## src/hdl/mad_pkg.sv

```systemverilog
// Package: shared types and constants of the arithmetic multiply/divide unit.
package mad_pkg;

  localparam int unsigned XLEN = 32;
  localparam int unsigned DIV_STAGES = XLEN;
  localparam int unsigned FIFO_DEPTH = 2;

  typedef enum logic [2:0] {
    OP_ADD   = 3'd0,
    OP_SUB   = 3'd1,
    OP_ADDI  = 3'd2,
    OP_MULT  = 3'd3,
    OP_MULTU = 3'd4,
    OP_DIV   = 3'd5,
    OP_DIVU  = 3'd6,
    OP_NONE  = 3'd7
  } op_e;

  typedef enum logic [1:0] {
    KIND_NONE = 2'd0,
    KIND_ALU  = 2'd1,
    KIND_MUL  = 2'd2,
    KIND_DIV  = 2'd3
  } kind_e;

  // classified operation handed from front to back
  typedef struct packed {
    kind_e            kind;
    logic [XLEN-1:0]  mag_a;
    logic [XLEN-1:0]  mag_b;
    logic             neg_hi;
    logic             neg_lo;
    logic             k0_write;
    logic             k0_value;
    logic             gpr_write;
    logic [4:0]       gpr_index;
    logic [XLEN-1:0]  gpr_value;
    logic             hilo_write;
  } entry_t;

  // payload of one back-end pipeline stage
  typedef struct packed {
    kind_e             kind;
    logic [2*XLEN-1:0] rq;
    logic [XLEN-1:0]   divisor;
    logic              neg_hi;
    logic              neg_lo;
    logic              k0_write;
    logic              k0_value;
    logic              gpr_write;
    logic [4:0]        gpr_index;
    logic [XLEN-1:0]   gpr_value;
    logic              hilo_write;
  } stage_t;

endpackage

```

## src/hdl/mad_front.sv

```systemverilog
// Front end: decodes an operation, does add/sub, prepares operand magnitudes.
module mad_front (
  input  logic [2:0]         operation_i,
  input  logic [31:0]        rs_value_i,
  input  logic [31:0]        rt_value_i,
  input  logic signed [15:0] immediate_i,
  input  logic [4:0]         dest_index_i,
  output mad_pkg::entry_t    entry_o
);

  logic [31:0] imm_ext;
  logic [31:0] addend;
  logic [31:0] sum;
  logic        ovf;
  logic        sa;
  logic        sb;
  logic        is_signed;

  assign imm_ext = {{16{immediate_i[15]}}, immediate_i};
  assign sa      = rs_value_i[31];
  assign sb      = rt_value_i[31];

  always_comb begin
    addend = (mad_pkg::op_e'(operation_i) == mad_pkg::OP_ADDI) ? imm_ext : rt_value_i;
    if (mad_pkg::op_e'(operation_i) == mad_pkg::OP_SUB) begin
      sum = rs_value_i - rt_value_i;
      ovf = (sa ^ sb) & (sa ^ sum[31]);
    end else begin
      sum = rs_value_i + addend;
      ovf = (sa ^ sum[31]) & (addend[31] ^ sum[31]);
    end
  end

  always_comb begin
    entry_o            = '0;
    is_signed          = 1'b0;
    case (mad_pkg::op_e'(operation_i))
      mad_pkg::OP_ADD, mad_pkg::OP_SUB, mad_pkg::OP_ADDI: begin
        entry_o.kind      = mad_pkg::KIND_ALU;
        entry_o.k0_write  = 1'b1;
        entry_o.k0_value  = ovf;
        entry_o.gpr_write = ~ovf;
        entry_o.gpr_index = ovf ? 5'd0 : dest_index_i;
        entry_o.gpr_value = ovf ? 32'd0 : sum;
      end
      mad_pkg::OP_MULT, mad_pkg::OP_MULTU: begin
        is_signed          = (mad_pkg::op_e'(operation_i) == mad_pkg::OP_MULT);
        entry_o.kind       = mad_pkg::KIND_MUL;
        entry_o.hilo_write = 1'b1;
        entry_o.neg_lo     = is_signed & (sa ^ sb);
      end
      mad_pkg::OP_DIV, mad_pkg::OP_DIVU: begin
        is_signed          = (mad_pkg::op_e'(operation_i) == mad_pkg::OP_DIV);
        entry_o.kind       = mad_pkg::KIND_DIV;
        entry_o.hilo_write = (rt_value_i != 32'd0);
        entry_o.neg_lo     = is_signed & (sa ^ sb);
        entry_o.neg_hi     = is_signed & sa;
      end
      default: begin
        entry_o.kind = mad_pkg::KIND_NONE;
      end
    endcase
    entry_o.mag_a = (is_signed && sa) ? (32'd0 - rs_value_i) : rs_value_i;
    entry_o.mag_b = (is_signed && sb) ? (32'd0 - rt_value_i) : rt_value_i;
  end

endmodule

```

## config.mk

```make
export PLATFORM = sky130hd
export DESIGN_NAME = mad_front
export DESIGN_NICKNAME = d
export VERILOG_FILES = /design/src/hdl/mad_pkg.sv /design/src/hdl/mad_front.sv
export SDC_FILE = /design/constraint.sdc
export NUM_CORES = 1
export LEC_CHECK = 0
export BUFFER_PORTS_ARGS = -buffer_cell sky130_fd_sc_hd__buf_2
export CAP_MARGIN = 25
export CORE_MARGIN = 2
export CORE_UTILIZATION = 40
export DETAILED_ROUTE_END_ITERATION = 6
export GPL_TIMING_DRIVEN = 0
export PLACE_DENSITY = 0.66
export SLEW_MARGIN = 20
export SYNTH_ARGS = -nofsm -noshare
export SYNTH_HDL_FRONTEND = slang
export SYNTH_SLANG_ARGS = --single-unit
export TNS_END_PERCENT = 5
```

## constraint.sdc

```tcl
create_clock -name vclk -period 10.8
set_input_delay 2.16 -clock vclk [all_inputs]
set_output_delay 2.16 -clock vclk [all_outputs]
set_load 0.1 [all_outputs]
```

==> results.ini, run 1 <==
[floorplan]
start_util = 0.4047
coreArea_um2 = 13720
dieArea_um2 = 14840
row_count = 43
io_pins = 197
dieHeight_um = 121.8
die_w_um = 121.8

[timing]
max_freq_mhz = 108.1
setup-tns-final_ns = 0
worst_slew_pin_slew_ns = 0.7937
whs_ns = 4.816
rsz0062_at_grt = no
hold_viol = 0
finalCriticalPeriod_ns = 9.254
period_share = 0.8569
finalSetupViolations = 0
maxSlewHeadroom = 0.4572
maxSlewViolCount = 0

[detailed_routing]
first_pass_iters = 5
ant_nets = 0
drt_wl_total_mm = 22.58
drc = 0
vias_per_cell = 5.740
vias = 6848
drtIter0Drc = 753
wire_per_inst_um = 18.93

[power_and_ir_drop]
clkPwrFrac = 0
power_density_nw_per_um2 = 105.7
pwr-share-seq = 0
switchingPower_uw = 537.7
intPower_uw = 175.2
power_frac_comb = 1.000
p_sw_frac = 0.7542
p_leak_uw = 0.003398
p_total_uw = 713.0
irDropWorstVdd_mv = 0.05541

[yosys]
synthTopCellsByArea = ha_1 (15%), xnor2_1 (11%), a21oi_1 (8.2%), a21o_1 (6.6%), xor2_1 (6.5%)
synth_cell_type_count = 76
ys.warnings.count = 0
synthesis.nets = 977
yosysMostFrequentCell = a21oi_1
netlist.area_leader.share = 0.1533
yosysSeqAreaShare = 0
synth_top_area_cell = ha_1
syn-mean-instance-area_um2 = 6.778
yosys-top-cells-count = a21oi_1 (91), nor2_1 (77), nand2_1 (71)
netlist_area_um2 = 5552
syn_inst = 819

[setup_path]
critPathMaxFanout = 10
cp-end-kind = output port
worstSetupStartpointType = input port
critical_path_class = in -> out
worstPathArrival_ns = 7.09
crit_required_ns = 8.64

[place]
hpwl_mm = 19.11
place_congestion = 0.9570
port_buffers = 194

[grt]
grt_usage = 0.2921
grt_first_pass_wirelength_mm = 33.86
antenna_found_initial = 0
grt_pass1_vias = 6168
grt_overflow = 0
grt_max_degree = 11

[finish]
n_fill_cell = 1472
area_growth_pct = 21.55
nets = 1173
finalCoreUtilization = 0.4918
n_sequential_cell = 0
layout-drive-gt1-share = 0.2349
nClkBuffers = 0
diodes = 0
register_area_um2 = 0

[clock_network]
cts_resized = 0
cts_setup_buffers = 0
post_cts_hold_buffer_count = 0

[min_path]
hp-start = rt_value_i[29]
hold_depth = 3
hold_end = entry_o[72]
hold_class = in -> out

[job]
maxCapViolations = 0

[status]
status = complete, no violations

[power by group through the flow]
stage          clock network (uW)  registers [uW]  logic (uW)
3_3_place_gp                    0               0         702
3_5_place_dp                    0               0         702
5_1_grt                         0               0         753
4_1_cts                         0               0         704
6_report                        0               0         713
2_1_floorplan                   0               0         557
[worst max-delay path, cell delays in order]
cell and delay [ns]:
clkbuf_1 0.28, nor2_1 0.09, nand2_1 0.25, buf_1 0.48, mux2_2 0.42, ha_1 0.31, nand3_1 0.15, a2111oi_2 0.37
o31ai_2 0.15, o311ai_4 0.35, nor3b_2 0.46, o41a_2 0.23, a22o_4 0.17, nand2_4 0.06, buf_6 0.16, a211oi_1 0.44
buf_2 0.53
[cell families after synthesis]
kind of cell | Yosys count | share of synthesized area
AO/OA/AOI/OAI | 279 | 0.3390
AND/OR/NAND/NOR | 258 | 0.2308
XOR/XNOR | 111 | 0.1751
buffers and inverters | 85 | 0.06243
adder cells (fa/ha/maj) | 70 | 0.1605
multiplexers | 16 | 0.03223
[cell usage in the layout, fill, tap and decap left out, types with 5 or more instances in the layout]
cell type | Yosys | layout
nand3_1 | 10 | 10
inv_1 | 53 | 53
nor3_1 | 15 | 15
or3_1 | 9 | 9
nor2_1 | 77 | 77
and3_1 | 15 | 15
a31oi_1 | 9 | 9
a211oi_1 | 10 | 10
xor2_1 | 41 | 41
mux2_2 | 15 | 15
and2_1 | 6 | 6
buf_2 | 1 | 195
o31ai_1 | 12 | 12
clkbuf_1 | 24 | 24
o21bai_1 | 6 | 6
o21ai_0 | 39 | 39
a21oi_1 | 91 | 91
a21o_1 | 49 | 49
nor2b_1 | 5 | 5
nand2_1 | 71 | 71
o21a_1 | 5 | 5
nand2b_1 | 9 | 9
ha_1 | 68 | 68
nand4_1 | 9 | 9
o41ai_1 | 9 | 9
or4_1 | 8 | 8
xnor2_1 | 70 | 70
[metal layers]
| layer | wire, um | global-route usage | up-vias |
|---|---|---|---|
| met5 | 0 | 0 | - |
| met4 | 467 | 0.04813 | 0 |
| met3 | 2201 | 0.03324 | 30 |
| met2 | 9550 | 0.4487 | 306 |
| met1 | 10360 | 0.4411 | 3127 |
| li1 | - | - | 3385 |
[through the flow]
| step | area [um2] | setup slack [ns] | std cells |
|---|---|---|---|
| CTS | 6748 | 1.635 | 1193 |
| detailed placement | 6748 | 1.643 | 1193 |
| global placement | 6748 | 1.633 | 1193 |
| global route | 6748 | 1.330 | 1193 |
| finish | 6748 | 1.546 | 1193 |
| floorplan | 5552 | 1.006 | 819 |
[final cells by class]
type	count	area, um2	share of cell area
plain buffers	31	143.9	0.02132
inverters	54	202.7	0.03004
multi-input cells	734	5205	0.7714
well taps	180	225.2	0.03338
repair buffers	194	970.9	0.1439
[worst max path at each step]
stage	start	end	slack, ns	depth (start not counted)
after CTS	operation_i[2]	entry_o[11]	1.63	17
final	operation_i[2]	entry_o[11]	1.55	17
after floorplan	operation_i[2]	entry_o[11]	1.01	16
after global placement	operation_i[2]	entry_o[11]	1.63	17
after detailed placement	operation_i[2]	entry_o[11]	1.64	17
after global routing	operation_i[2]	entry_o[11]	1.33	17
No activity file was read; power rests on OpenSTA's default activity.
==> run 2, diff against run 1 <==
--- a/config.mk
+++ b/config.mk
@@ -9,8 +9,7 @@
 export CAP_MARGIN = 25
 export CORE_MARGIN = 2
-export CORE_UTILIZATION = 40
+export CORE_UTILIZATION = 35
 export DETAILED_ROUTE_END_ITERATION = 6
 export GPL_TIMING_DRIVEN = 0
-export PLACE_DENSITY = 0.66
 export SLEW_MARGIN = 20
 export SYNTH_ARGS = -nofsm -noshare
==> constraint.sdc (replaced) <==
create_clock -name vclk -period 10.8
set_input_delay 0.54 -clock vclk [all_inputs]
set_output_delay 0.54 -clock vclk [all_outputs]
set_load 0.1 [all_outputs]
==> results.ini, run 2 (synthesis results as in run 1) <==
[status]
status = complete, no violations

[place]
pre_cts_slack_ns = 4.815  ; +3.172 ns
hpwl_mm = 20.07  ; +5.0%
port_buffers = 194  ; unchanged
place_congestion = 0.9801  ; +2.4%
dp.cells = 1229  ; +3.0%

[detailed_routing]
drc = 0  ; unchanged
drtIter0Drc = 566  ; -25%
wire_per_inst_um = 19.24  ; +1.6%
drt_wl_total_mm = 23.66  ; +4.8%
ant_nets = 0  ; unchanged
vias_per_cell = 5.559  ; -3.2%
vias = 6837  ; -0.16%
first_pass_iters = 5  ; unchanged

[finish]
area_growth_pct = 22.40
nets = 1173  ; unchanged
layout-drive-gt1-share = 0.2349  ; unchanged
finalNonFillerCells = 1230  ; +3.1%
n_sequential_cell = 0  ; unchanged
final_cell_mix = buf_2 (195), a21oi_1 (91), nor2_1 (77)
layout_commonest_cell = buf_2
register_area_um2 = 0  ; unchanged
nClkBuffers = 0  ; unchanged

[setup_path]
worstSetupStartpointType = input port
cp-startpoint = operation_i[2]
cp-end-kind = output port
worstPathArrival_ns = 5.55  ; -1.54 ns
critical_path_class = in -> out
crit_required_ns = 10.26  ; +1.62 ns
critPathMaxFanout = 10  ; unchanged

[clock_network]
cts_resized = 0  ; unchanged
cts_setup_buffers = 0  ; unchanged
post_cts_hold_buffer_count = 0  ; unchanged

[floorplan]
coreArea_um2 = 15710  ; +15%
row_count = 46  ; +7.0%
start_util = 0.3533  ; -0.05133
io_pins = 197  ; unchanged
die_w_um = 129.9  ; +6.7%
dieArea_um2 = 16890  ; +14%
dieHeight_um = 129.9  ; +6.7%

[power_and_ir_drop]
p_total_uw = 715.1  ; +0.30%
p_leak_uw = 0.003398  ; unchanged
power_density_nw_per_um2 = 105.2  ; -0.41%
irDropWorstVdd_mv = 0.06914  ; +25%

[timing]
maxSlewViolCount = 0  ; unchanged
worst_slew_pin_slew_ns = 0.7410  ; -0.05274 ns
setup-tns-final_ns = 0  ; unchanged
maxSlewHeadroom = 0.4932  ; +0.03607
finalCriticalPeriod_ns = 6.087  ; -3.167 ns
period_share = 0.5636  ; -0.2933
hold_viol = 0  ; unchanged
rsz0062_at_grt = no
finalSetupViolations = 0  ; unchanged
max_freq_mhz = 164.3  ; +52%
worst_slack_ns = 4.713  ; +3.167 ns

[min_path]
hold_class = in -> out
hold_end = entry_o[72]
hold_depth = 3  ; unchanged
hp-start = rt_value_i[29]

[grt]
grt_first_pass_wirelength_mm = 35.13  ; +3.8%
grt_usage = 0.2682  ; -0.02399
grt_use_met1 = 0.4046  ; -0.03646
grt_pass1_vias = 6156  ; -0.19%
grtUsageMet3 = 0.01476  ; -0.01848
antenna_found_initial = 1  ; +1
grt_overflow = 0  ; unchanged
busiest_layer = met2
grt_max_degree = 11  ; unchanged
grt.met2_usage = 0.4238  ; -0.02490

[job]
maxCapViolations = 0  ; unchanged

==> run 2: cell count changes in the layout (fill, tap and decap cells not counted), sizes merged <==
| cell | delta |
|---|---|
| diode | +1 |
==> run 2: layer usage <==
metal,vias up,wire [um]
met2,272,10580
li1,3375,-
met5,-,0
met4,0,353
met1,3166,10990
met3,24,1739
==> run 2: worst max-delay path by stage <==
stage,to,slack (ns),depth (start not counted)
final,entry_o[11],4.71,17
after global routing,entry_o[11],4.51,17
after CTS,entry_o[11],4.81,17
after detailed placement,entry_o[11],4.81,17
after global placement,entry_o[11],4.82,17
after floorplan,entry_o[11],4.25,16
==> run 2: where the power goes <==
group,switching [uW],total (uW),internal [uW]
combinational,540,715,175
clock,0,0.0000124,0.0000124
sequential,0,0,0
total,540,715,175
==> run 2: cell type report <==
class	count	area (um2)
Multi-Input combinational cell	734	5205
Buffer	31	143.9
Inverter	54	202.7
Fill cell	1721	8917
Antenna cell	1	2.502
Tap cell	216	270.3
Timing Repair Buffer	194	970.9
==> run 2: per-stage QoR <==
stage	utilization	hold WS (ns)	area, um2
4_1_cts	0.4323	1.561	6793
2_1_floorplan	-	1.292	5552
3_5_place_dp	0.4323	1.561	6793
6_report	0.4325	1.567	6795
5_1_grt	0.4325	1.584	6795
3_3_place_gp	0.4323	1.565	6793
==> run 2: worst max-delay path, stage by stage <==
cell and delay [ns]:
clkbuf_1 0.29, nor2_1 0.09, nand2_1 0.26, buf_1 0.50, mux2_2 0.42, ha_1 0.31
a21oi_1 0.12, a2111oi_2 0.43, o31ai_2 0.15, o311ai_4 0.34, nor3b_2 0.52, o41a_2 0.24
a22o_4 0.17, nand2_4 0.06, buf_6 0.17, a211oi_1 0.39, buf_2 0.52
==> run 3, diff against run 2 <==
clock period = 5.55 ns   (was 10.8 ns; I/O delays follow)
==> results.ini, run 3 (synthesis results as in run 1) <==
[status]
status = complete, no violations

[detailed_routing]
drc = 0  ; unchanged
vias = 6801  ; -0.53%
drt_wl_total_mm = 23.64  ; about the same
first_pass_iters = 5  ; unchanged
wire_per_inst_um = 19.22  ; about the same
vias_per_cell = 5.529  ; -0.53%
drtIter0Drc = 591  ; +4.4%
ant_nets = 0  ; unchanged

[min_path]
hold_class = in -> out

[timing]
whs_ns = 1.044  ; -0.5234 ns
maxSlewHeadroom = 0.4935  ; about the same
worst_slew_pin_slew_ns = 0.7406  ; -0.0004026 ns
period_share = 0.9547
worst_slack_ns = 0.2516  ; -4.462 ns
max_freq_mhz = 188.7
finalCriticalPeriod_ns = 5.298
rsz0062_at_grt = no
maxSlewViolCount = 0  ; unchanged
hold_viol = 0  ; unchanged
finalSetupViolations = 0  ; unchanged

[floorplan]
die_w_um = 129.9  ; unchanged
io_pins = 197  ; unchanged
dieHeight_um = 129.9  ; unchanged
row_count = 46  ; unchanged
start_util = 0.3533  ; unchanged
dieArea_um2 = 16890  ; unchanged
coreArea_um2 = 15710  ; unchanged

[finish]
layout-drive-gt1-share = 0.2369  ; +0.001974
register_area_um2 = 0  ; unchanged
area_growth_pct = 22.49  ; about the same
n_fill_cell = 1719  ; -0.12%
final_cell_mix = buf_2 (194), a21oi_1 (91), nor2_1 (77)
n_sequential_cell = 0  ; unchanged
nClkBuffers = 0  ; unchanged
layout_commonest_cell = buf_2
nets = 1173  ; unchanged
multiInputGateArea_um2 = 5205  ; unchanged

[setup_path]
path_delay_family = compound AO/OA/AOI/OAI gates
crit_required_ns = 5.27  ; -4.99 ns
endpoint = entry_o[11]
cp-end-kind = output port
worstPathArrival_ns = 5.02  ; -0.53 ns
crit_cells = 17  ; unchanged
critPathMaxStageDelay_ns = 0.52  ; about the same
crit_chain = clkbuf_1 -> nor2_1 -> nand2_1 -> clkbuf_2 -> mux2_2 -> ha_1 -> a21oi_1 -> a2111oi_2 -> o31ai_2 -> o311ai_4 -> nor3b_2 -> o41a_2 -> a22o_4 -> nand2_4 -> buf_6 -> a211oi_1 -> clkbuf_4
critPathMaxFanout = 10  ; unchanged
cp-startpoint = operation_i[2]
path_buf_inv = 4  ; unchanged
worstSetupStartpointType = input port
crit_slowest_cell = nor3b_2
critical_path_class = in -> out

[place]
pre_cts_slack_ns = 0.08963  ; -4.725 ns
hpwl_mm = 20.07  ; unchanged
port_buffers = 194  ; unchanged
place_congestion = 0.9801  ; unchanged

[grt]
grt_first_pass_wirelength_mm = 35.13  ; unchanged
grt_usage = 0.2682  ; unchanged
grt_max_degree = 11  ; unchanged
grt_overflow = 0  ; unchanged
antenna_found_initial = 1  ; unchanged
grt_pass1_vias = 6156  ; unchanged

[power_and_ir_drop]
power_density_nw_per_um2 = 204.9  ; +95%
irDropWorstVdd_mv = 0.1346  ; +95%
p_leak_uw = 0.003403  ; +0.14%

[clock_network]
post_cts_hold_buffer_count = 0  ; unchanged
cts_setup_buffers = 0  ; unchanged
cts_resized = 0  ; unchanged

[job]
maxCapViolations = 0  ; unchanged

run 3: cell types whose count changed in the layout (fill, tap and decap cells not counted):
cell and delta:
buf_1 -2, clkbuf_2 +2, clkbuf_4 +1, buf_2 -1
run 3: routing by layer:
layer	track usage	wire length, um	vias to the layer above
met5	0	0	-
met1	0.4046	11030	3133
met3	0.01476	1630	29
met4	0.04681	395	0
li1	-	-	3378
met2	0.4238	10580	261
run 3: how the worst min path moves through the flow:
stage / slack, ns / cells past startpoint / endpoint / start
floorplan: 0.77 / 1 / entry_o[43] / rt_value_i[0]
global placement: 1.04 / 3 / entry_o[72] / rt_value_i[29]
detailed placement: 1.04 / 3 / entry_o[72] / rt_value_i[29]
CTS: 1.04 / 3 / entry_o[72] / rt_value_i[29]
global route: 1.06 / 3 / entry_o[35] / dest_index_i[2]
finish: 1.04 / 3 / entry_o[72] / rt_value_i[29]
run 3: report_power, final:
group          total [uW]    leakage, uW  internal [uW]  switching [uW]
sequential              0              0              0               0
combinational        1390        0.00340            341            1050
clock           0.0000241  0.00000000634      0.0000241               0
total                1390        0.00340            341            1050
run 3: through the flow:
| stage | util | total power [uW] | instance area [um2] | TNS [ns] | cells |
|---|---|---|---|---|---|
| 6_report | 0.4328 | 1393 | 6800 | 0 | 1230 |
| 5_1_grt | 0.4328 | 1473 | 6800 | 0 | 1230 |
| 4_1_cts | 0.4323 | 1377 | 6793 | 0 | 1229 |
| 3_5_place_dp | 0.4323 | 1373 | 6793 | 0 | 1229 |
| 3_3_place_gp | 0.4323 | 1373 | 6793 | 0 | 1229 |
| 2_1_floorplan | - | 1084 | 5552 | -1.510 | 819 |
run 3: final cells by class:
type / instances / share of cell area
buffer: 31 / 0.02153
inverter: 54 / 0.02981
antenna: 1 / 0.0003680
tap: 216 / 0.03974
timing repair buffer: 194 / 0.1431
multi-input combinational: 734 / 0.7654
