[src/hdl/mad_pkg.sv]
// Package: shared types and constants of the arithmetic multiply/divide unit.
package mad_pkg;

  localparam int unsigned XLEN = 32;
  localparam int unsigned DIV_STAGES = XLEN;
  localparam int unsigned FIFO_DEPTH = 2;

  typedef enum logic [2:0] {
    OP_ADD   = 3'd0,
    OP_SUB   = 3'd1,
    OP_ADDI  = 3'd2,
    OP_MULT  = 3'd3,
    OP_MULTU = 3'd4,
    OP_DIV   = 3'd5,
    OP_DIVU  = 3'd6,
    OP_NONE  = 3'd7
  } op_e;

  typedef enum logic [1:0] {
    KIND_NONE = 2'd0,
    KIND_ALU  = 2'd1,
    KIND_MUL  = 2'd2,
    KIND_DIV  = 2'd3
  } kind_e;

  // classified operation handed from front to back
  typedef struct packed {
    kind_e            kind;
    logic [XLEN-1:0]  mag_a;
    logic [XLEN-1:0]  mag_b;
    logic             neg_hi;
    logic             neg_lo;
    logic             k0_write;
    logic             k0_value;
    logic             gpr_write;
    logic [4:0]       gpr_index;
    logic [XLEN-1:0]  gpr_value;
    logic             hilo_write;
  } entry_t;

  // payload of one back-end pipeline stage
  typedef struct packed {
    kind_e             kind;
    logic [2*XLEN-1:0] rq;
    logic [XLEN-1:0]   divisor;
    logic              neg_hi;
    logic              neg_lo;
    logic              k0_write;
    logic              k0_value;
    logic              gpr_write;
    logic [4:0]        gpr_index;
    logic [XLEN-1:0]   gpr_value;
    logic              hilo_write;
  } stage_t;

endpackage

[src/hdl/mad_fifo.sv]
// Two-entry queue between front end and back end.
module mad_fifo (
  input  logic            clk_i,
  input  logic            rst_ni,
  input  logic            push_i,
  input  mad_pkg::entry_t data_i,
  output logic            full_o,
  input  logic            pop_i,
  output logic            valid_o,
  output mad_pkg::entry_t data_o
);

  localparam int unsigned PW = $clog2(mad_pkg::FIFO_DEPTH);

  mad_pkg::entry_t mem_q [mad_pkg::FIFO_DEPTH];
  logic [PW-1:0]   wr_ptr_q, wr_ptr_d;
  logic [PW-1:0]   rd_ptr_q, rd_ptr_d;
  logic [PW:0]     count_q, count_d;
  logic            do_push;
  logic            do_pop;

  assign full_o  = (count_q == (PW+1)'(mad_pkg::FIFO_DEPTH));
  assign valid_o = (count_q != '0);
  assign data_o  = mem_q[rd_ptr_q];
  assign do_push = push_i & ~full_o;
  assign do_pop  = pop_i & valid_o;

  always_comb begin
    wr_ptr_d = do_push ? wr_ptr_q + PW'(1) : wr_ptr_q;
    rd_ptr_d = do_pop  ? rd_ptr_q + PW'(1) : rd_ptr_q;
    count_d  = count_q + (PW+1)'(do_push) - (PW+1)'(do_pop);
  end

  always_ff @(posedge clk_i or negedge rst_ni) begin
    if (!rst_ni) begin
      wr_ptr_q <= '0;
      rd_ptr_q <= '0;
      count_q  <= '0;
    end else begin
      wr_ptr_q <= wr_ptr_d;
      rd_ptr_q <= rd_ptr_d;
      count_q  <= count_d;
    end
  end

  always_ff @(posedge clk_i) begin
    if (do_push) begin
      mem_q[wr_ptr_q] <= data_i;
    end
  end

endmodule

[config.mk]
export PLATFORM = sky130hd
export DESIGN_NAME = mad_fifo
export DESIGN_NICKNAME = d
export VERILOG_FILES = /design/src/hdl/mad_pkg.sv /design/src/hdl/mad_fifo.sv
export SDC_FILE = /design/constraint.sdc
export NUM_CORES = 1
export LEC_CHECK = 0
export BUFFER_PORTS_ARGS = -buffer_cell sky130_fd_sc_hd__buf_4
export CAP_MARGIN = 0
export CORE_MARGIN = 1
export CORE_UTILIZATION = 45
export CTS_CLUSTER_DIAMETER = 100
export CTS_CLUSTER_SIZE = 8
export DETAILED_ROUTE_END_ITERATION = 7
export PLACE_DENSITY = 0.77
export RECOVER_POWER = 50
export SLEW_MARGIN = 20
export SYNTH_ARGS = -nofsm -noshare
export SYNTH_HDL_FRONTEND = slang
export SYNTH_SLANG_ARGS = --single-unit
[constraint.sdc]
create_clock -name clk_i -period 16.94 [get_ports clk_i]
set_clock_uncertainty 0.05 [all_clocks]
set_input_delay 3.388 -clock clk_i [delete_from_list [all_inputs] [get_ports clk_i]]
set_output_delay 3.388 -clock clk_i [all_outputs]
set_load 0.005 [all_outputs]
==> key figures, run 1 <==
Status
  • Status: complete, but fails checks
  • Failing checks: max-capacitance violations, max-slew violations

Synthesis
  • Leading area contributor after synthesis: edfxtp_1
  • Post-synth EDFFs: approximately 220
  • Most frequent cell after synthesis: edfxtp_1
  • Post-Syn Instances: about 360
  • Fraction of registers with async set or reset after synthesis: 0.01802
  • Synth unique cells: 15
  • Post-synthesis adder-cell area fraction: 0.003087
  • Post-synthesis register bit count: between 200 and 250
  • Simple-Gate Fraction of Synth Area: 0.004322
  • Main synth FF type: edfxtp_1
  • Post-synth top area share: 0.8077
  • Yosys warning count: 0
  • Compound-Gate Fraction of Synth Area: 0
  • Largest family of logic cells by synthesized area: multiplexers
  • Synth cell count leaders: edfxtp_1, mux2_2, buf_6
  • Post-synthesis mux area share: 0.1514
  • Post-Syn Nets: ~470
  • Syn_area_per_cell: ~23 µm²
  • Seq/Total Area, Yosys: 0.8200
  • Area contributors post-synth: edfxtp_1, mux2_2, buf_6
  • Post-Synth XOR/XNOR Area: 0.004322
  • Cell Area, Synth: about 8000 µm²

Clock network
  • Clock slew at reported path FFs: ~0.050 ns
  • Clock latency on the worst-skew pair: roughly 0.52 ns
  • CTS tree: done
  • Total CTS buffers: 31
  • Root Buffer: clkbuf_16
  • H-Tree Depth: 1
  • Hold buffer count at cts: 0
  • Clock sink count: ~220
  • Post-CTS setup buffer count: 0
  • Post-CTS Resized: 0
  • Max clock buf depth: 3

Min path
  • HP Class: flip-flop to flip-flop

STA
  • Setup TNS: 0 ns
  • Final hold viol count: 0
  • Setup violations, final: 0
  • RSZ-0062 raised after global routing: false
  • Slew at the pin closest to its max-slew limit: 2.808 ns
  • Slew HR: -0.8717
  • Max Clk Rate: 162.3 MHz
  • Tcrit/Tclk final: 0.3638
  • Pins over their slew limit: 51
  • Post-route minimum period: between 6 and 7 ns

Route
  • DRC viols: 0
  • DRT iter0 DRCs: approximately 160
  • Vias per inst: ~5
  • Total wire length: between 15000 and 20000 µm
  • DR vias: just over 4000
  • Final ANT Viol Nets: 0
  • DR pass1 iterations: 4
  • Routed WL per cell: between 15 and 20 µm

Finish
  • Nets: 720
  • Area Overhead vs Synth: 31.92%
  • Fillers: 1291
  • Fraction of layout cells with a size suffix above 1: 0.5519
  • ANT cells: 0

Job
  • Number of max-cap violations: 1

Setup path
  • Internal reg-to-reg setup slack: 13.66 ns
  • Crit path DAT: around 2.7 ns
  • Setup crit end: data_o[78]
  • Reg2reg end: mem_q[0][68]$_DFFE_PP_
  • CP max FO: 59
  • Crit end category: primary output
  • FF-to-FF path depth: 4
  • Required @ worst endpoint: about 14 ns
  • Critical register-to-register path startpoint: count_q[1]$_DFF_PN0_
  • Setup CP Type: flip-flop to primary output
  • CP Launch Point: rd_ptr_q$_DFFE_PN0P_
  • CP Launch Type: flip-flop

Die
  • Starting density of the core: 0.4654
  • Die Wd: roughly 140 µm
  • Die Footprint: about 19000 µm²
  • # IOs: 224
  • Core area: ~17000 µm²
  • Row count: between 40 and 50
  • Die height: approximately 140 µm

GRT
  • Largest net degree at the start of global routing: 90
  • GRT Util Overall: 0.1639
  • Total grt overflow: 0
  • Vias in the first global route: between 4000 and 5000
  • Initial antenna violation count: 0
  • First-pass GRT wire length: 22960 µm

Power
  • Peak supply drop: between 0.1 and 0.15 mV
  • Pleak: a little under 4 nW
  • Pwr/cell area: 171.9 nW/µm²
  • Post-layout power: ~1.8 mW

Place
  • GP Congestion: roughly 0.71
  • DP HPWL: between 10000 and 15000 µm
  • I/O Buffers: between 200 and 250
[cell families after synthesis]
kind of cell,after synthesis
flip-flops,222
multiplexers,109
buffers and inverters,14
AND/OR/NAND/NOR,6
XOR/XNOR,4
adder cells (fa/ha/maj),2
[registers in the layout, summed over array words and instances (netlist names)]
signal and flops:
mem_q 218, count_q 2, rd_ptr_q 1, wr_ptr_q 1
[how the worst min path moves through the flow]
| stage | start | endpoint | slack, ns | cells past startpoint |
|---|---|---|---|---|
| after CTS | count_q[1]$_DFF_PN0_ | count_q[1]$_DFF_PN0_ | 0.45 | 1 |
| after global routing | count_q[1]$_DFF_PN0_ | count_q[1]$_DFF_PN0_ | 0.48 | 1 |
| final | count_q[1]$_DFF_PN0_ | count_q[1]$_DFF_PN0_ | 0.44 | 1 |
| after floorplan | count_q[1]$_DFF_PN0_ | count_q[1]$_DFF_PN0_ | 0.41 | 1 |
| after detailed placement | count_q[1]$_DFF_PN0_ | count_q[1]$_DFF_PN0_ | 0.44 | 1 |
| after global placement | count_q[1]$_DFF_PN0_ | count_q[1]$_DFF_PN0_ | 0.43 | 1 |
[cell type report]
type,count,area (µm²),area share
Clock buffer,44,834.6,0.07805
Inverter,2,7.507,0.0007021
Multi-Input combinational cell,121,1328,0.1242
Sequential cell,222,6650,0.6219
Tap cell,225,281.5,0.02633
Timing Repair Buffer,227,1592,0.1488
[worst max-delay path, cell delays in order, from the launching register on]
cell and delay [ns]:
dfrtp_4 0.92, buf_4 0.66, mux2_2 0.43, buf_4 0.14
[stage by stage]
step | setup slack, ns | hold WS [ns] | instance area (µm²) | utilization | instances
global placement | 11.32 | 0.4274 | 9978 | 0.5729 | 797
detailed placement | 11.24 | 0.4368 | 9982 | 0.5731 | 797
floorplan | 8.296 | 0.4104 | 8105 | - | 357
global route | 10.59 | 0.4796 | 10690 | 0.6139 | 841
finish | 10.78 | 0.4427 | 10690 | 0.6139 | 841
CTS | 10.70 | 0.4469 | 10820 | 0.6210 | 841
[power by group]
| group | internal [mW] | leakage (nW) | switching (mW) |
|---|---|---|---|
| Clock | 0.331 | 0.403 | 0.199 |
| Sequential | 0.757 | 2.07 | 0.0551 |
| Combinational | 0.283 | 1.45 | 0.213 |
| Total | 1.37 | 3.92 | 0.466 |
[cells in the final DEF, fill, tap and decap left out]
| cell | instances |
|---|---|
| nand2_1 | 1 |
| or2_2 | 1 |
| dfrtp_4 | 1 |
| and2_0 | 1 |
| nor2_4 | 1 |
| xnor2_1 | 3 |
| nand2b_1 | 1 |
| clkbuf_8 | 1 |
| mux2_2 | 109 |
| buf_6 | 1 |
| buf_4 | 113 |
| inv_1 | 2 |
| ha_1 | 2 |
| dfrtp_1 | 3 |
| clkbuf_4 | 82 |
| clkbuf_16 | 31 |
| and3_1 | 1 |
| xor2_1 | 1 |
| edfxtp_1 | 218 |
| clkbuf_1 | 43 |
[per-layer routing]
metal	wire (µm)	GRT usage
met4	529	0.06790
met3	1256	0.05817
met2	8099	0.2896
met5	0	0
met1	5654	0.1771
No activity file was read; power rests on OpenSTA's default activity.
==> run 2, diff against run 1 <==
--- a/config.mk
+++ b/config.mk
@@ -5,6 +5,7 @@
 export SDC_FILE = /design/constraint.sdc
 export NUM_CORES = 1
 export LEC_CHECK = 0
+export ABC_AREA = 1
 export BUFFER_PORTS_ARGS = -buffer_cell sky130_fd_sc_hd__buf_4
 export CAP_MARGIN = 0
 export CORE_MARGIN = 1
==> constraint.sdc (replaced) <==
create_clock -name clk_i -period 6.1 [get_ports clk_i]
set_clock_uncertainty 0.05 [all_clocks]
set_input_delay 1.22 -clock clk_i [delete_from_list [all_inputs] [get_ports clk_i]]
set_output_delay 1.22 -clock clk_i [all_outputs]
set_load 0.005 [all_outputs]
==> run 2 against run 1 <==
  * The flow still finishes with violations (max-capacitance violations, max-slew violations)
  * Power increased to 2.8 times the previous value
  * Largest power group unchanged
  * Synthesized area increased by 1.1%
  * Sequential cell count unchanged
==> key figures, run 2 <==
Power
  • Peak supply drop: 0.3692 mV (was 0.1151 mV)
  • Flop pwr share: 0.425 (was 0.442)
  • P_int: 3.684 mW (was 1.372 mW)
  • Pleak: 4.528 nW (was 3.921 nW)
  • Net Sw Power: 1.540 mW (was 0.4665 mW)
  • Clock group share of total power: 0.282 (was 0.288)
  • Pwr/cell area: 486.2 nW/µm² (was 171.9 nW/µm²)
  • Sw Share: 0.2947 (was 0.2537)
  • Logic pwr share: 0.293 (was 0.270)

Finish
  • Fraction of layout cells with a size suffix above 1: 0.2755 (was 0.5519)
  • Final std cells w/o fill: 1078 (was 841)
  • Nets: 955 (was 720)
  • Fillers: 1341 (was 1291)
  • Area Overhead vs Synth: 31.10% (was 31.92%)
  • Commonest non-fill, non-tap cell in the layout: nand2_1 (was edfxtp_1)
  • Post-route cell area: 10740 µm² (was 10690 µm²)
  • ANT cells: 0 (unchanged)
  • Top reg by flops: mem_q (unchanged)
  • Most frequent cells in the layout: nand2_1, edfxtp_1, buf_4 (was edfxtp_1, buf_4, mux2_2)
  • Largest registers: mem_q: 218 flops, count_q: 2 flops (unchanged)
  • Largest register FFs: 218 (unchanged)

Setup path
  • CP max FO: 57 (was 59)
  • Crit end category: flip-flop (was primary output)
  • Setup CP Type: input pin to flip-flop (was flip-flop to primary output)
  • CP Launch Type: input pin (was flip-flop)
  • Crit path DAT: 4.49 ns (was 2.73 ns)
  • Required @ worst endpoint: 6.22 ns (was 13.50 ns)

GRT
  • Total grt overflow: 0 (unchanged)
  • GRT Util Overall: 0.1668 (was 0.1639)
  • First-pass GRT wire length: 23760 µm (was 22960 µm)
  • Vias in the first global route: 4733 (was 4454)
  • Largest net degree at the start of global routing: 61 (was 90)
  • Initial antenna violation count: 1 (was 0)

Place
  • DP HPWL: 10030 µm (was 10200 µm)
  • I/O Buffers: 223 (unchanged)
  • # placed instances: 1032 (was 797)
  • Dpl cell area: 10020 µm² (was 9982 µm²)
  • GP Congestion: 0.7078 (was 0.7052)

STA
  • Max Clk Rate: between 200 and 250 MHz
  • Final hold viol count: 0 (unchanged)
  • Post-route minimum period: between 4 and 5 ns
  • Tcrit/Tclk final: 0.7169
  • Pins over their slew limit: 58 (was 51)
  • Setup TNS: 0 ns (unchanged)
  • Slew at the pin closest to its max-slew limit: 2.531 ns (was 2.808 ns)
  • Slew HR: -0.6967 (was -0.8717)
  • Setup violations, final: 0 (unchanged)
  • RSZ-0062 raised after global routing: false (unchanged)

Clock network
  • H-Tree Depth: 1 (unchanged)
  • Clock latency on the worst-skew pair: 0.53 ns (was 0.52 ns)
  • CTS tree: done (unchanged)
  • Root Buffer: clkbuf_16 (unchanged)
  • Hold buffer count at cts: 0 (unchanged)
  • Clock slew at reported path FFs: 0.05 ns (about the same)
  • Max clock buf depth: 3 (unchanged)
  • Total CTS buffers: 31 (unchanged)
  • Clock sink count: 222 (unchanged)
  • Post-CTS setup buffer count: 0 (unchanged)
  • Post-CTS Resized: 0 (unchanged)

Die
  • Row count: 48 (unchanged)
  • Die Wd: 136.9 µm (was 136.2 µm)
  • Core area: 17540 µm² (was 17420 µm²)
  • Die Footprint: 18750 µm² (was 18550 µm²)
  • Die height: 136.9 µm (was 136.2 µm)
  • # IOs: 224 (unchanged)
  • Starting density of the core: 0.4673 (was 0.4654)

Route
  • DRC viols: 0 (unchanged)
  • Final ANT Viol Nets: 0 (unchanged)
  • Vias per inst: 4.659 (was 4.924)
  • DR pass1 iterations: 7 (was 4)
  • DR vias: 5022 (was 4141)
  • Routed WL per cell: 14.88 µm (was 18.48 µm)
  • DRT iter0 DRCs: 255 (was 157)
  • Total wire length: 16050 µm (was 15540 µm)

Synthesis
  • Post-Syn Nets: 717 (was 472)
  • Cell Area, Synth: 8194 µm² (was 8105 µm²)
  • Post-Syn Instances: 602 (was 357)
  • Synth unique cells: 11 (was 15)
  • Post-synth EDFFs: 218 (unchanged)
  • Seq/Total Area, Yosys: 0.8111 (was 0.8200)
  • Area contributors post-synth: edfxtp_1, nand2_1, buf_6 (was edfxtp_1, mux2_2, buf_6)
  • Synth cell count leaders: nand2_1, edfxtp_1, buf_2 (was edfxtp_1, mux2_2, buf_6)
  • Fraction of registers with async set or reset after synthesis: 0.01802 (unchanged)
  • Main synth FF type: edfxtp_1 (unchanged)
  • Most frequent cell after synthesis: nand2_1 (was edfxtp_1)
  • Syn_area_per_cell: 13.61 µm² (was 22.70 µm²)
  • Yosys warning count: 0 (unchanged)
  • Leading area contributor after synthesis: edfxtp_1 (unchanged)
  • Post-synth top area share: 0.7989 (was 0.8077)
  • Post-synthesis register bit count: 222 (unchanged)

Status
  • Status: complete, but fails checks (unchanged)
  • Failing checks: max-capacitance violations, max-slew violations (unchanged)

Min path
  • HP Class: flip-flop to flip-flop (unchanged)

Job
  • Number of max-cap violations: 1 (unchanged)
[run 2: final timing paths]
| kind | to | start | depth (start not counted) | slack (ns) |
|---|---|---|---|---|
| max | mem_q[0][63]$_DFFE_PP_ | push_i | 4 | 1.73 |
| min | wr_ptr_q$_DFFE_PN0P_ | wr_ptr_q$_DFFE_PN0P_ | 2 | 0.42 |
| max reg2reg | mem_q[0][63]$_DFFE_PP_ | count_q[0]$_DFF_PN0_ | 5 | 2.00 |
| min reg2reg | wr_ptr_q$_DFFE_PN0P_ | wr_ptr_q$_DFFE_PN0P_ | 2 | 0.42 |
| max in group asynchronous | rd_ptr_q$_DFFE_PN0P_ | rst_ni | 1 | 5.31 |
| min in group asynchronous | rd_ptr_q$_DFFE_PN0P_ | rst_ni | 1 | 0.47 |
[run 2: layer usage]
| metal | share of wire | up-vias | global-route usage | wire length (µm) |
|---|---|---|---|---|
| met5 | 0.00087 | - | 0 | 14 |
| met4 | 0.018 | 2 | 0.04335 | 290 |
| met3 | 0.089 | 32 | 0.05778 | 1422 |
| met2 | 0.51 | 173 | 0.2941 | 8200 |
| met1 | 0.38 | 2308 | 0.1928 | 6116 |
| li1 | - | 2507 | - | - |
[run 2: cells by family (layout without fill, tap and decap cells)]
logic type    after synthesis  in the layout  share of synthesized area
fa+ha+maj                   2              2                   0.003053
buf+inv                    34            285                    0.02779
flops                     222            222                     0.8111
simple gates              344            344                     0.1580
[run 2: power groups by stage]
stage          clock network (mW)  registers (mW)  logic (mW)
2_1_floorplan                   0            2.20       0.823
3_3_place_gp                    0            2.23        1.55
3_5_place_dp                    0            2.24        1.57
4_1_cts                      1.50            2.21        1.58
5_1_grt                      1.56            2.25        1.71
6_report                     1.47            2.22        1.53
[run 2: layout make-up]
cell class,count,area (µm²),area share
multi-input cells,346,1328,0.1236
inverters,10,40.04,0.003727
flip-flops and latches,222,6650,0.6190
well taps,225,281.5,0.02621
clock buffers,44,824.5,0.07675
repair buffers,229,1607,0.1495
clock inverters,2,12.51,0.001165
[run 2: critical path, stage by stage]
cell        delay (ns)
clkbuf_4          0.12
nand3_1           0.11
clkinvlp_2        1.91
buf_4             1.08
[run 2: per-stage QoR]
| stage | util | power, mW | setup slack (ns) | hold WS, ns |
|---|---|---|---|---|
| 6_report | 0.6126 | 5.223 | 1.727 | 0.4173 |
| 3_5_place_dp | 0.5713 | 3.810 | 2.879 | 0.4080 |
| 2_1_floorplan | - | 3.025 | 1.472 | 0.3919 |
| 4_1_cts | 0.6191 | 5.298 | 2.432 | 0.4069 |
| 3_3_place_gp | 0.5713 | 3.777 | 2.889 | 0.4111 |
| 5_1_grt | 0.6126 | 5.530 | 1.375 | 0.4367 |
==> run 3, diff against run 2 <==
--- a/config.mk
+++ b/config.mk
@@ -5,7 +5,7 @@
 export SDC_FILE = /design/constraint.sdc
 export NUM_CORES = 1
 export LEC_CHECK = 0
-export ABC_AREA = 1
+export ABC_AREA = 0
 export BUFFER_PORTS_ARGS = -buffer_cell sky130_fd_sc_hd__buf_4
 export CAP_MARGIN = 0
 export CORE_MARGIN = 1
@@ -13,7 +13,7 @@
 export CTS_CLUSTER_DIAMETER = 100
 export CTS_CLUSTER_SIZE = 8
 export DETAILED_ROUTE_END_ITERATION = 7
-export PLACE_DENSITY = 0.77
+export PLACE_DENSITY = 0.8
 export RECOVER_POWER = 50
 export SLEW_MARGIN = 20
 export SYNTH_ARGS = -nofsm -noshare
==> constraint.sdc (replaced) <==
create_clock -name clk_i -period 4 [get_ports clk_i]
set_clock_uncertainty 0.05 [all_clocks]
set_input_delay 0.8 -clock clk_i [delete_from_list [all_inputs] [get_ports clk_i]]
set_output_delay 0.8 -clock clk_i [all_outputs]
set_load 0.005 [all_outputs]
==> run 3 against run 2 <==
  * The flow still finishes with violations (max-capacitance violations, max-slew violations)
  * Worst setup slack got worse by 1.0 ns
  * Register-to-register slack lost 1.3 ns
  * Non-clock buffer count fell by 1
  * Critical path type is now flip-flop to flip-flop
==> key figures, run 3 (synthesis gave the netlist of run 1 again) <==
GRT
  • First-pass GRT wire length: 22650 µm (was 23760 µm)
  • Total grt overflow: 0 (unchanged)
  • GRT Util Overall: 0.1610 (was 0.1668)
  • Initial antenna violation count: 0 (was 1)
  • Largest net degree at the start of global routing: 110 (was 61)
  • Vias in the first global route: 4466 (was 4733)

Clock network
  • Clock sink count: 222 (unchanged)
  • CTS tree: done (unchanged)
  • Max clock buf depth: 3 (unchanged)
  • H-Tree Depth: 1 (unchanged)
  • Total CTS buffers: 31 (unchanged)
  • Post-CTS Resized: 0 (unchanged)
  • Clock latency on the worst-skew pair: 0.52 ns (was 0.53 ns)
  • Root Buffer: clkbuf_16 (unchanged)
  • Clock slew at reported path FFs: 0.05 ns (about the same)

Power
  • Pleak: 3.948 nW (was 4.528 nW)
  • Pwr/cell area: 732.2 nW/µm² (was 486.2 nW/µm²)
  • Peak supply drop: 0.5061 mV (was 0.3692 mV)
  • Post-layout power: 7.885 mW (was 5.223 mW)

Finish
  • Most frequent cells in the layout: edfxtp_1, buf_4, mux2_2 (was nand2_1, edfxtp_1, buf_4)
  • Fraction of layout cells with a size suffix above 1: 0.5388 (was 0.2755)
  • Post-route cell area: 10770 µm² (was 10740 µm²)
  • Post-route core utilization: 0.6183 (was 0.6126)
  • Commonest non-fill, non-tap cell in the layout: edfxtp_1 (was nand2_1)
  • Largest registers: mem_q: 218 flops, count_q: 2 flops (unchanged)
  • ANT cells: 0 (unchanged)
  • Largest register FFs: 218 (unchanged)
  • Top reg by flops: mem_q (unchanged)
  • Nets: 721 (was 955)
  • Area Overhead vs Synth: 32.87% (was 31.10%)

STA
  • Max Clk Rate: between 300 and 400 MHz
  • Post-route minimum period: around 3.3 ns
  • Pins over their slew limit: 130 (was 58)
  • Slew at the pin closest to its max-slew limit: 2.839 ns (was 2.531 ns)
  • Tcrit/Tclk final: 0.8193
  • Final hold viol count: 0 (unchanged)
  • Final WS setup: 0.7229 ns (was 1.727 ns)
  • Slew HR: -0.8926 (was -0.6967)
  • Setup violations, final: 0 (unchanged)
  • Setup TNS: 0 ns (unchanged)
  • RSZ-0062 raised after global routing: false (unchanged)

Die
  • Die height: 136.2 µm (was 136.9 µm)
  • Die Wd: 136.2 µm (was 136.9 µm)
  • # IOs: 224 (unchanged)
  • Core area: 17420 µm² (was 17540 µm²)
  • Starting density of the core: 0.4654 (was 0.4673)
  • Row count: 48 (unchanged)
  • Die Footprint: 18550 µm² (was 18750 µm²)

Setup path
  • Required @ worst endpoint: 4.01 ns (was 6.22 ns)
  • Crit path DAT: 3.29 ns (was 4.49 ns)
  • Crit end category: flip-flop (unchanged)
  • Setup CP Type: flip-flop to flip-flop (was input pin to flip-flop)
  • CP max FO: 109 (was 57)
  • CP Launch Type: flip-flop (was input pin)

Route
  • Vias per inst: 4.890 (was 4.659)
  • Routed WL per cell: 17.66 µm (was 14.88 µm)
  • DRT iter0 DRCs: 238 (was 255)
  • DR pass1 iterations: 4 (was 7)
  • DR vias: 4186 (was 5022)
  • DRC viols: 0 (unchanged)
  • Final ANT Viol Nets: 0 (unchanged)
  • Total wire length: 15120 µm (was 16050 µm)

Place
  • DP HPWL: 9815 µm (was 10030 µm)
  • Dpl cell area: 10020 µm² (about the same)
  • Pre-CTS setup slack: 1.329 ns (was 2.879 ns)
  • GP Congestion: 0.7525 (was 0.7078)
  • I/O Buffers: 223 (unchanged)

Status
  • Status: complete, but fails checks (unchanged)
  • Failing checks: max-capacitance violations, max-slew violations (unchanged)

Job
  • Number of max-cap violations: 2 (was 1)

Min path
  • HP Class: input pin to flip-flop (was flip-flop to flip-flop)
==> run 3: metal layers <==
layer  part of all wire  up-vias  GRT usage
met4              0.017        0    0.05370
li1                   -     1926          -
met2               0.53      165     0.2941
met3              0.077       21    0.04400
met1               0.37     2074     0.1798
met5                  0        -          0
==> run 3: final cells by class <==
class,instances,area [µm²]
inverter,2,7.507
sequential,222,6650
fill,1271,6648
clock buffer,57,883.3
tap,225,281.5
clock inverter,1,8.758
multi-input combinational,121,1321
timing repair buffer,228,1617
==> run 3: metrics by stage <==
stage / cells / hold slack, ns
6_report: 856 / 0.4367
5_1_grt: 856 / 0.4076
4_1_cts: 856 / 0.3905
3_5_place_dp: 797 / 0.4580
3_3_place_gp: 797 / 0.4259
2_1_floorplan: 357 / 0.4104
==> run 3: power breakdown <==
| group | leakage [nW] | total [mW] | internal, mW | switching (mW) |
|---|---|---|---|---|
| Combinational | 1.45 | 2.14 | 1.22 | 0.922 |
| Clock | 0.423 | 2.32 | 1.46 | 0.861 |
| Sequential | 2.07 | 3.42 | 3.22 | 0.204 |
| Total | 3.95 | 7.89 | 5.90 | 1.99 |
==> run 3: path summary, 6_finish.rpt <==
kind                                       from                      to  slack, ns  cells past startpoint
hold / removal                       data_i[63]  mem_q[0][63]$_DFFE_PP_       0.44                      1
max in group asynchronous                rst_ni    rd_ptr_q$_DFFE_PN0P_       3.07                      2
min in group asynchronous                rst_ni    count_q[1]$_DFF_PN0_       0.62                      2
setup reg to reg           count_q[1]$_DFF_PN0_  mem_q[1][11]$_DFFE_PP_       0.72                      3
setup / recovery           count_q[1]$_DFF_PN0_  mem_q[1][11]$_DFFE_PP_       0.72                      3
hold reg to reg            wr_ptr_q$_DFFE_PN0P_    wr_ptr_q$_DFFE_PN0P_       0.45                      1
==> run 3: worst max-delay path, stage by stage (launching register included) <==
cell and delay (ns):
dfrtp_1 0.40, nand2b_1 0.13, and3_2 0.19, clkbuf_2 1.96
==> run 3: what timing repair did <==
action                                 in CTS  in global routing
hold buffers                                1                  0
endpoints found under the hold margin       3                  0
setup buffers                               0                  0
